[config.mk]
export PLATFORM = sky130hd
export DESIGN_NAME = pulse_distance_frame_encoder
export DESIGN_NICKNAME = d
export VERILOG_FILES = /design/src/rtl/core/pdfe_pkg.sv /design/src/rtl/core/pdfe_front.sv /design/src/rtl/core/pdfe_queue.sv /design/src/rtl/core/pdfe_back.sv /design/src/rtl/core/pulse_distance_frame_encoder.sv
export SDC_FILE = /design/constraint.sdc
export NUM_CORES = 1
export LEC_CHECK = 0
export ABC_CLOCK_PERIOD_IN_PS = 8800
export BUFFER_PORTS_ARGS = -buffer_cell sky130_fd_sc_hd__buf_4
export CAP_MARGIN = 20
export CORE_UTILIZATION = 60
export DETAILED_ROUTE_END_ITERATION = 8
export PLACE_DENSITY = 0.82
export SYNTH_ARGS = -nofsm -noshare
export SYNTH_HDL_FRONTEND = slang
export SYNTH_HIERARCHICAL = 1
export SYNTH_SLANG_ARGS = --single-unit
export TNS_END_PERCENT = 10
[constraint.sdc]
create_clock -name clk -period 8.8 [get_ports clk]
set_clock_uncertainty 0.15 [all_clocks]
set_input_delay 1.76 -clock clk [delete_from_list [all_inputs] [get_ports clk]]
set_output_delay 1.76 -clock clk [all_outputs]
set_load 0.01 [all_outputs]
[src/rtl/core/pdfe_pkg.sv]
// ---------------------------------------------------------------------------
// pdfe_pkg
// Types and constants shared by the pulse-distance frame encoder.
// ---------------------------------------------------------------------------
package pdfe_pkg;

  // Segment durations in microseconds
  localparam logic [15:0] PULSE_US      = 16'd2212;
  localparam logic [15:0] ONE_GAP_US    = 16'd8144;
  localparam logic [15:0] ZERO_GAP_US   = 16'd4012;
  localparam logic [15:0] END_GAP_US    = 16'd64000;
  localparam logic [15:0] SYNC_LOW_US   = 16'd240;
  localparam logic [15:0] SYNC_HIGH_US  = 16'd1700;
  localparam logic [15:0] TRAIN_HIGH_US = 16'd776;
  localparam logic [15:0] LEAD_LOW_US   = 16'd388;

  // Frame layout
  localparam logic [4:0] CHK_BASE  = 5'd4;
  localparam logic [1:0] MID_CONST = 2'd2;

  // Segment numbering: sync, 14 train pulses, lead, 16 data bits, end gap
  localparam logic [5:0] SEG_SYNC       = 6'd0;
  localparam logic [5:0] SEG_TRAIN_LAST = 6'd14;
  localparam logic [5:0] SEG_LEAD       = 6'd15;
  localparam logic [5:0] SEG_DATA_FIRST = 6'd16;
  localparam logic [5:0] SEG_DATA_LAST  = 6'd31;
  localparam logic [5:0] SEG_END        = 6'd32;

  // Command kinds
  localparam logic [1:0] KIND_SHOCK     = 2'd0;
  localparam logic [1:0] KIND_VIBRATION = 2'd1;
  localparam logic [1:0] KIND_AUDIO     = 2'd2;
  // Spare code, sent like the other non-shock kinds
  localparam logic [1:0] KIND_UNUSED    = 2'd3;

  localparam int QUEUE_DEPTH = 2;

  typedef struct packed {
    logic [1:0] kind;
    logic [3:0] strength;
  } cmd_t;

  typedef struct packed {
    logic [15:0] low_us;
    logic [15:0] high_us;
    logic        last;
  } seg_t;

  typedef struct packed {
    logic full;
    logic empty;
  } q_status_t;

endpackage

[src/rtl/core/pdfe_front.sv]
// ---------------------------------------------------------------------------
// pdfe_front
// Accepts commands, holds the transmitter id, builds the 16-bit frame word.
// ---------------------------------------------------------------------------
module pdfe_front
  import pdfe_pkg::*;
(
  input  logic        clk,
  input  logic        rst,
  input  logic        cfg_wr_en,
  input  logic [5:0]  cfg_wr_data,
  input  logic        in_valid,
  output logic        in_stall,
  input  cmd_t        in_data,
  input  q_status_t   q_stat,
  output logic        push,
  output logic [15:0] push_word
);

  logic [5:0] tx_id;
  logic [3:0] s;
  logic [4:0] sum;
  logic [3:0] chk;

  always_ff @(posedge clk) begin
    if (rst) begin
      tx_id <= 6'd0;
    end else if (cfg_wr_en) begin
      tx_id <= cfg_wr_data;
    end
  end

  // Non-shock kinds (including the unused code) send strength zero
  always_comb begin
    s   = (in_data.kind == KIND_SHOCK) ? in_data.strength : 4'd0;
    sum = CHK_BASE + {1'b0, s};
    chk = sum[3:0] + {3'd0, sum[4]};
    push_word = {tx_id, s[0], s[1], s[2], s[3], MID_CONST,
                 chk[2], chk[3], chk[0], chk[1]};
  end

  assign in_stall = q_stat.full;
  assign push     = in_valid && !q_stat.full;

endmodule

[src/rtl/core/pdfe_queue.sv]
// ---------------------------------------------------------------------------
// pdfe_queue
// Short FIFO of frame words between the front and the segment sequencer.
// ---------------------------------------------------------------------------
module pdfe_queue
  import pdfe_pkg::*;
#(
  parameter int QDepth = QUEUE_DEPTH
) (
  input  logic        clk,
  input  logic        rst,
  input  logic        push,
  input  logic [15:0] push_word,
  input  logic        pop,
  output logic [15:0] pop_word,
  output q_status_t   q_stat
);

  localparam int PtrW = (QDepth > 1) ? $clog2(QDepth) : 1;
  localparam int CntW = $clog2(QDepth + 1);

  logic [15:0]     entries [QDepth];
  logic [PtrW-1:0] wr_ptr;
  logic [PtrW-1:0] rd_ptr;
  logic [CntW-1:0] count;

  always_ff @(posedge clk) begin
    if (push) begin
      entries[wr_ptr] <= push_word;
    end
  end

  always_ff @(posedge clk) begin
    if (rst) begin
      wr_ptr <= '0;
      rd_ptr <= '0;
      count  <= '0;
    end else begin
      if (push) begin
        wr_ptr <= (wr_ptr == PtrW'(QDepth - 1)) ? '0 : wr_ptr + PtrW'(1);
      end
      if (pop) begin
        rd_ptr <= (rd_ptr == PtrW'(QDepth - 1)) ? '0 : rd_ptr + PtrW'(1);
      end
      if (push && !pop) begin
        count <= count + CntW'(1);
      end else if (pop && !push) begin
        count <= count - CntW'(1);
      end
    end
  end

  assign pop_word     = entries[rd_ptr];
  assign q_stat.full  = (count == CntW'(QDepth));
  assign q_stat.empty = (count == '0);

endmodule

[src/rtl/core/pdfe_back.sv]
// ---------------------------------------------------------------------------
// pdfe_back
// Segment sequencer: walks the 33 segments of a frame into an output register.
// ---------------------------------------------------------------------------
module pdfe_back
  import pdfe_pkg::*;
(
  input  logic        clk,
  input  logic        rst,
  input  q_status_t   q_stat,
  input  logic [15:0] pop_word,
  output logic        pop,
  output logic        out_valid,
  input  logic        out_stall,
  output seg_t        out_data
);

  logic        active;
  logic [15:0] word;
  logic [5:0]  seg_idx;
  logic        advance;
  logic        emit;
  logic        emit_last;
  seg_t        seg;

  always_comb begin
    seg = '{low_us: END_GAP_US, high_us: 16'd0, last: 1'b1};
    if (seg_idx == SEG_SYNC) begin
      seg = '{low_us: SYNC_LOW_US, high_us: SYNC_HIGH_US, last: 1'b0};
    end else if (seg_idx <= SEG_TRAIN_LAST) begin
      seg = '{low_us: SYNC_LOW_US, high_us: TRAIN_HIGH_US, last: 1'b0};
    end else if (seg_idx == SEG_LEAD) begin
      seg = '{low_us: LEAD_LOW_US, high_us: PULSE_US, last: 1'b0};
    end else if (seg_idx >= SEG_DATA_FIRST && seg_idx <= SEG_DATA_LAST) begin
      // data bits MSB first: segment 16 carries word bit 15
      seg = '{low_us: word[~seg_idx[3:0]] ? ONE_GAP_US : ZERO_GAP_US,
              high_us: PULSE_US, last: 1'b0};
    end
  end

  assign advance   = !out_valid || !out_stall;
  assign emit      = advance && active;
  assign emit_last = emit && (seg_idx == SEG_END);
  assign pop       = advance && (!active || emit_last) && !q_stat.empty;

  always_ff @(posedge clk) begin
    if (rst) begin
      active    <= 1'b0;
      seg_idx   <= '0;
      out_valid <= 1'b0;
    end else begin
      if (advance) begin
        out_valid <= active;
      end
      if (pop) begin
        active  <= 1'b1;
        seg_idx <= '0;
      end else if (emit_last) begin
        active <= 1'b0;
      end else if (emit) begin
        seg_idx <= seg_idx + 6'd1;
      end
    end
  end

  always_ff @(posedge clk) begin
    if (pop) begin
      word <= pop_word;
    end
    if (emit) begin
      out_data <= seg;
    end
  end

endmodule

[src/rtl/core/pulse_distance_frame_encoder.sv]
// Timing: an accepted command's word is queued, then loaded into the segment
//   sequencer; the segments follow one per cycle while out is not stalled.
// Throughput: set by the segment sequencer, which emits one segment per cycle
//   while out is not stalled; the word queue lets commands arrive meanwhile.
// Reset (rst, synchronous): clears transmitter id, queue and sequencer; no
//   output is valid until a command has been taken.
// ---------------------------------------------------------------------------
// pulse_distance_frame_encoder
// Turns (kind, strength) commands into 33 low/high duration segments of a
// pulse-distance RF remote frame.
// ---------------------------------------------------------------------------
module pulse_distance_frame_encoder
  import pdfe_pkg::*;
#(
  parameter int QDepth = QUEUE_DEPTH
) (
  input  logic       clk,
  input  logic       rst,
  // configuration: transmitter id
  input  logic       cfg_wr_en,
  input  logic [5:0] cfg_wr_data,
  // command word in
  input  logic       in_valid,
  output logic       in_stall,
  input  cmd_t       in_data,
  // segment word out
  output logic       out_valid,
  input  logic       out_stall,
  output seg_t       out_data
);

  q_status_t   q_stat;
  logic        push;
  logic [15:0] push_word;
  logic        pop;
  logic [15:0] pop_word;

  // Front: classify the command and build the frame word, push it to the queue
  pdfe_front u_front (
    .clk        (clk),
    .rst        (rst),
    .cfg_wr_en  (cfg_wr_en),
    .cfg_wr_data(cfg_wr_data),
    .in_valid   (in_valid),
    .in_stall   (in_stall),
    .in_data    (in_data),
    .q_stat     (q_stat),
    .push       (push),
    .push_word  (push_word)
  );

  // Queue: hold built words so the front keeps taking commands while
  // the sequencer is busy or the output is stalled, until the queue fills
  pdfe_queue #(
    .QDepth(QDepth)
  ) u_queue (
    .clk      (clk),
    .rst      (rst),
    .push     (push),
    .push_word(push_word),
    .pop      (pop),
    .pop_word (pop_word),
    .q_stat   (q_stat)
  );

  // Back: walk sync, train, lead, 16 data bits and end gap; pop the next
  // word in the same cycle the end gap goes out so frames run back to back
  pdfe_back u_back (
    .clk      (clk),
    .rst      (rst),
    .q_stat   (q_stat),
    .pop_word (pop_word),
    .pop      (pop),
    .out_valid(out_valid),
    .out_stall(out_stall),
    .out_data (out_data)
  );

endmodule

==> impl_metrics.py <==
metrics = {
    "run_status": {
        "outcome": "completed",
    },
    "timing": {
        "slew_headroom_pct": 49.4,
        "drv_slew": 0,
        "tightestPinTransition_ns": 0.759,
        "setup_viol": 0,
        "min_period_over_period_pct": 39.6,
        "finalCriticalPeriod_ns": 3.48,
        "rsz0062_at_grt": "false",
        "max_freq_mhz": 287,
        "tns_ns": 0,
        "hold_violations": 0,
    },
    "setup_path": {
        "startpoint_type": "input pin",
        "reg2reg_slack_ns": 5.82,
        "r2r_start": "u_back/seg_idx[0]",
        "r2r_cells": 10,
        "worst-setup-path-type": "in -> reg",
        "cp_max_fo": 18,
        "critPathRequiredTime_ns": 8.93,
        "crit_path_end_kind": "register",
        "crit_arrival_ns": 3.61,
        "r2r-end": "u_queue/count[1]",
    },
    "die": {
        "die_y_um": 77.6,
        "num_rows": 27,
        "dieArea_um2": 6010,
        "die_w_um": 77.6,
        "coreArea_um2": 5510,
        "io_pins": 52,
        "start_util_pct": 62.2,
    },
    "worst_hold_path": {
        "hp-start": "u_front/tx_id[4]",
        "min_to": "u_queue/entries[1][14]",
        "hold_depth": 0,
        "hp-class": "reg -> reg",
    },
    "detailed_routing": {
        "ant_nets": 0,
        "drtIter0Drc": 58,
        "wire_per_inst_um": 13.8,
        "drt-total-wl_um": 4770,
        "vias": 1794,
        "route.detailed.drc": 0,
        "vias_per_cell": 5.20,
        "drtPass1Iterations": 4,
    },
    "global_routing": {
        "overflow": 0,
        "grt.total_usage_pct": 17.9,
        "grt_max_degree": 21,
        "antenna_found_initial": 0,
        "grt_pass1_vias": 1714,
        "grt_pass1_wl_um": 7850,
    },
    "pwr": {
        "p_seq_share_pct": 52.7,
        "p_sw_share_pct": 27.0,
        "power_switching_uw": 286,
        "p_int_uw": 773,
        "peakVddDrop_mv": 0.190,
        "p_per_area_nw_per_um2": 273,
        "pwr-share-clk_pct": 25.6,
        "leakage_uw": 0.00147,
        "pwr-share-comb_pct": 21.6,
    },
    "final_layout": {
        "syn_to_final_growth_pct": 13.1,
        "drive_gt1_share_pct": 34.4,
        "n_fill_cell": 387,
        "antennaDiodeCount": 0,
        "multi_input_area_um2": 982,
        "fin_area_um2": 3870,
        "nNetsFinal": 292,
        "seq_area_um2": 2240,
    },
    "placed_design": {
        "gp_congestion": 0.752,
        "hpwlAfterDp_um": 3280,
        "numPortBuffers": 41,
        "dpl_cell_area_um2": 3670,
    },
    "clock_tree": {
        "cts_made_buffers": 9,
        "cts_sinks": 81,
        "post_cts_resize_count": 0,
        "h-tree-depth": 3,
        "holdBufCountCts": 0,
        "insertion_delay_ns": 0.34,
        "cts_root_buffer": "clkbuf_8",
        "cts_buffer_depth": 2,
        "post_cts_buffers": 0,
        "clk_pin_slew_ns": 0.08,
        "cts_tree": "built",
    },
    "logic_synthesis": {
        "netlist_instances": 234,
        "synth.area.top_cells": "edfxtp_1, dfxtp_1, buf_4",
        "synth-edff-count": 62,
        "yosysMostFrequentCell": "edfxtp_1",
        "synth_top_area_cell": "edfxtp_1",
        "postSynth.asyncResetShare_pct": 0,
        "yosysWarnings": 6,
        "syn_avg_cell_area_um2": 14.6,
        "synth_flop_cell": "edfxtp_1",
        "ys_types": 44,
        "yosysTopAreaCellShare_pct": 54.4,
        "ys_seq_area_share_pct": 65.5,
        "synth_seq_cells": 81,
        "mappedNetlistArea_um2": 3420,
        "synth_commonest_cells": "edfxtp_1, buf_4, nor2_1",
    },
    "flow_run": {
        "drv_cap": 0,
    },
}
[cells in the final DEF, fill, tap and decap left out, drive strengths merged, types with 3 or more instances in the layout]
cell type  instances
edfxtp            62
o21ai              3
dfxtp             19
xnor2              5
a21oi              4
conb              12
inv                7
and2               7
mux2i              6
ha                 7
clkbuf            11
nor2              25
mux4               5
nand4              3
mux2              16
buf               44
or2                4
xor2               6
[kinds of logic after synthesis]
kind of cell / count (synthesis) / share of synthesized area, %
AOI/OAI and AO/OA: 14 / 2.70
adders and majority gates: 7 / 2.56
other: 3 / 0.329
DFF: 81 / 65.5
buffers and inverters: 36 / 6.83
muxes: 27 / 10.3
and+or+nand+nor: 55 / 8.99
xor gates and xnor gates: 11 / 2.81
[critical path, stage by stage]
cell     delay (ns)
buf_4          0.11
and2_1         0.16
or2_2          0.30
nor2_1         0.12
buf_4          0.25
inv_1          0.08
ha_1           0.31
or3_1          0.37
a21oi_1        0.14
[layer usage]
metal	part of all wire, %	wire (um)	vias up	track usage, %
met1	43	2030	868	20.7
met4	2.0	97	0	8.49
met2	52	2460	51	30.3
met3	3.8	183	6	5.41
met5	0	0	-	0
li1	-	-	869	-
[power by group through the flow]
| stage | combinational, uW | clock [uW] | sequential (uW) |
|---|---|---|---|
| 2_1_floorplan | 181 | 0 | 553 |
| 3_3_place_gp | 223 | 0 | 562 |
| 3_5_place_dp | 228 | 0 | 568 |
| 4_1_cts | 231 | 276 | 560 |
| 5_1_grt | 248 | 292 | 570 |
| 6_report | 229 | 271 | 558 |
[flip-flops by register name, indices dropped and copies added (netlist names), 2 cells and up, named ones only]
| register | flops |
|---|---|
| u_front/tx_id | 6 |
| u_back/word | 16 |
| u_queue/count | 2 |
| u_back/out_data | 14 |
| u_queue/entries | 32 |
| u_back/seg_idx | 6 |
[layout make-up]
cell class,count,area share (%)
Clock buffer,11,3.65
Clock inverter,5,1.65
Inverter,6,0.582
Multi-Input combinational cell,126,25.4
Sequential cell,81,57.9
Tap cell,72,2.33
Timing Repair Buffer,44,8.53
[how the worst max path moves through the flow]
| stage | startpoint | end | slack [ns] | depth (start not counted) |
|---|---|---|---|---|
| finish | out_stall | u_queue/count[1] | 5.32 | 9 |
| detailed placement | out_stall | u_queue/count[1] | 4.96 | 9 |
| CTS | out_stall | u_queue/count[1] | 5.33 | 9 |
| global placement | out_stall | u_queue/count[1] | 5.06 | 9 |
| floorplan | out_stall | u_queue/count[1] | 4.67 | 7 |
| global route | out_stall | u_queue/count[1] | 5.22 | 10 |
[metrics by stage]
step	worst slack [ns]	utilization, %	instances	total power, uW	hold slack [ns]
2_1_floorplan	4.67	-	243	734	0.275
3_3_place_gp	5.06	66.6	329	785	0.284
3_5_place_dp	4.96	66.6	329	796	0.296
4_1_cts	5.33	70.3	345	1070	0.315
5_1_grt	5.22	70.3	345	1110	0.334
6_report	5.32	70.3	345	1060	0.312
Power figures use the tool's default switching activity.
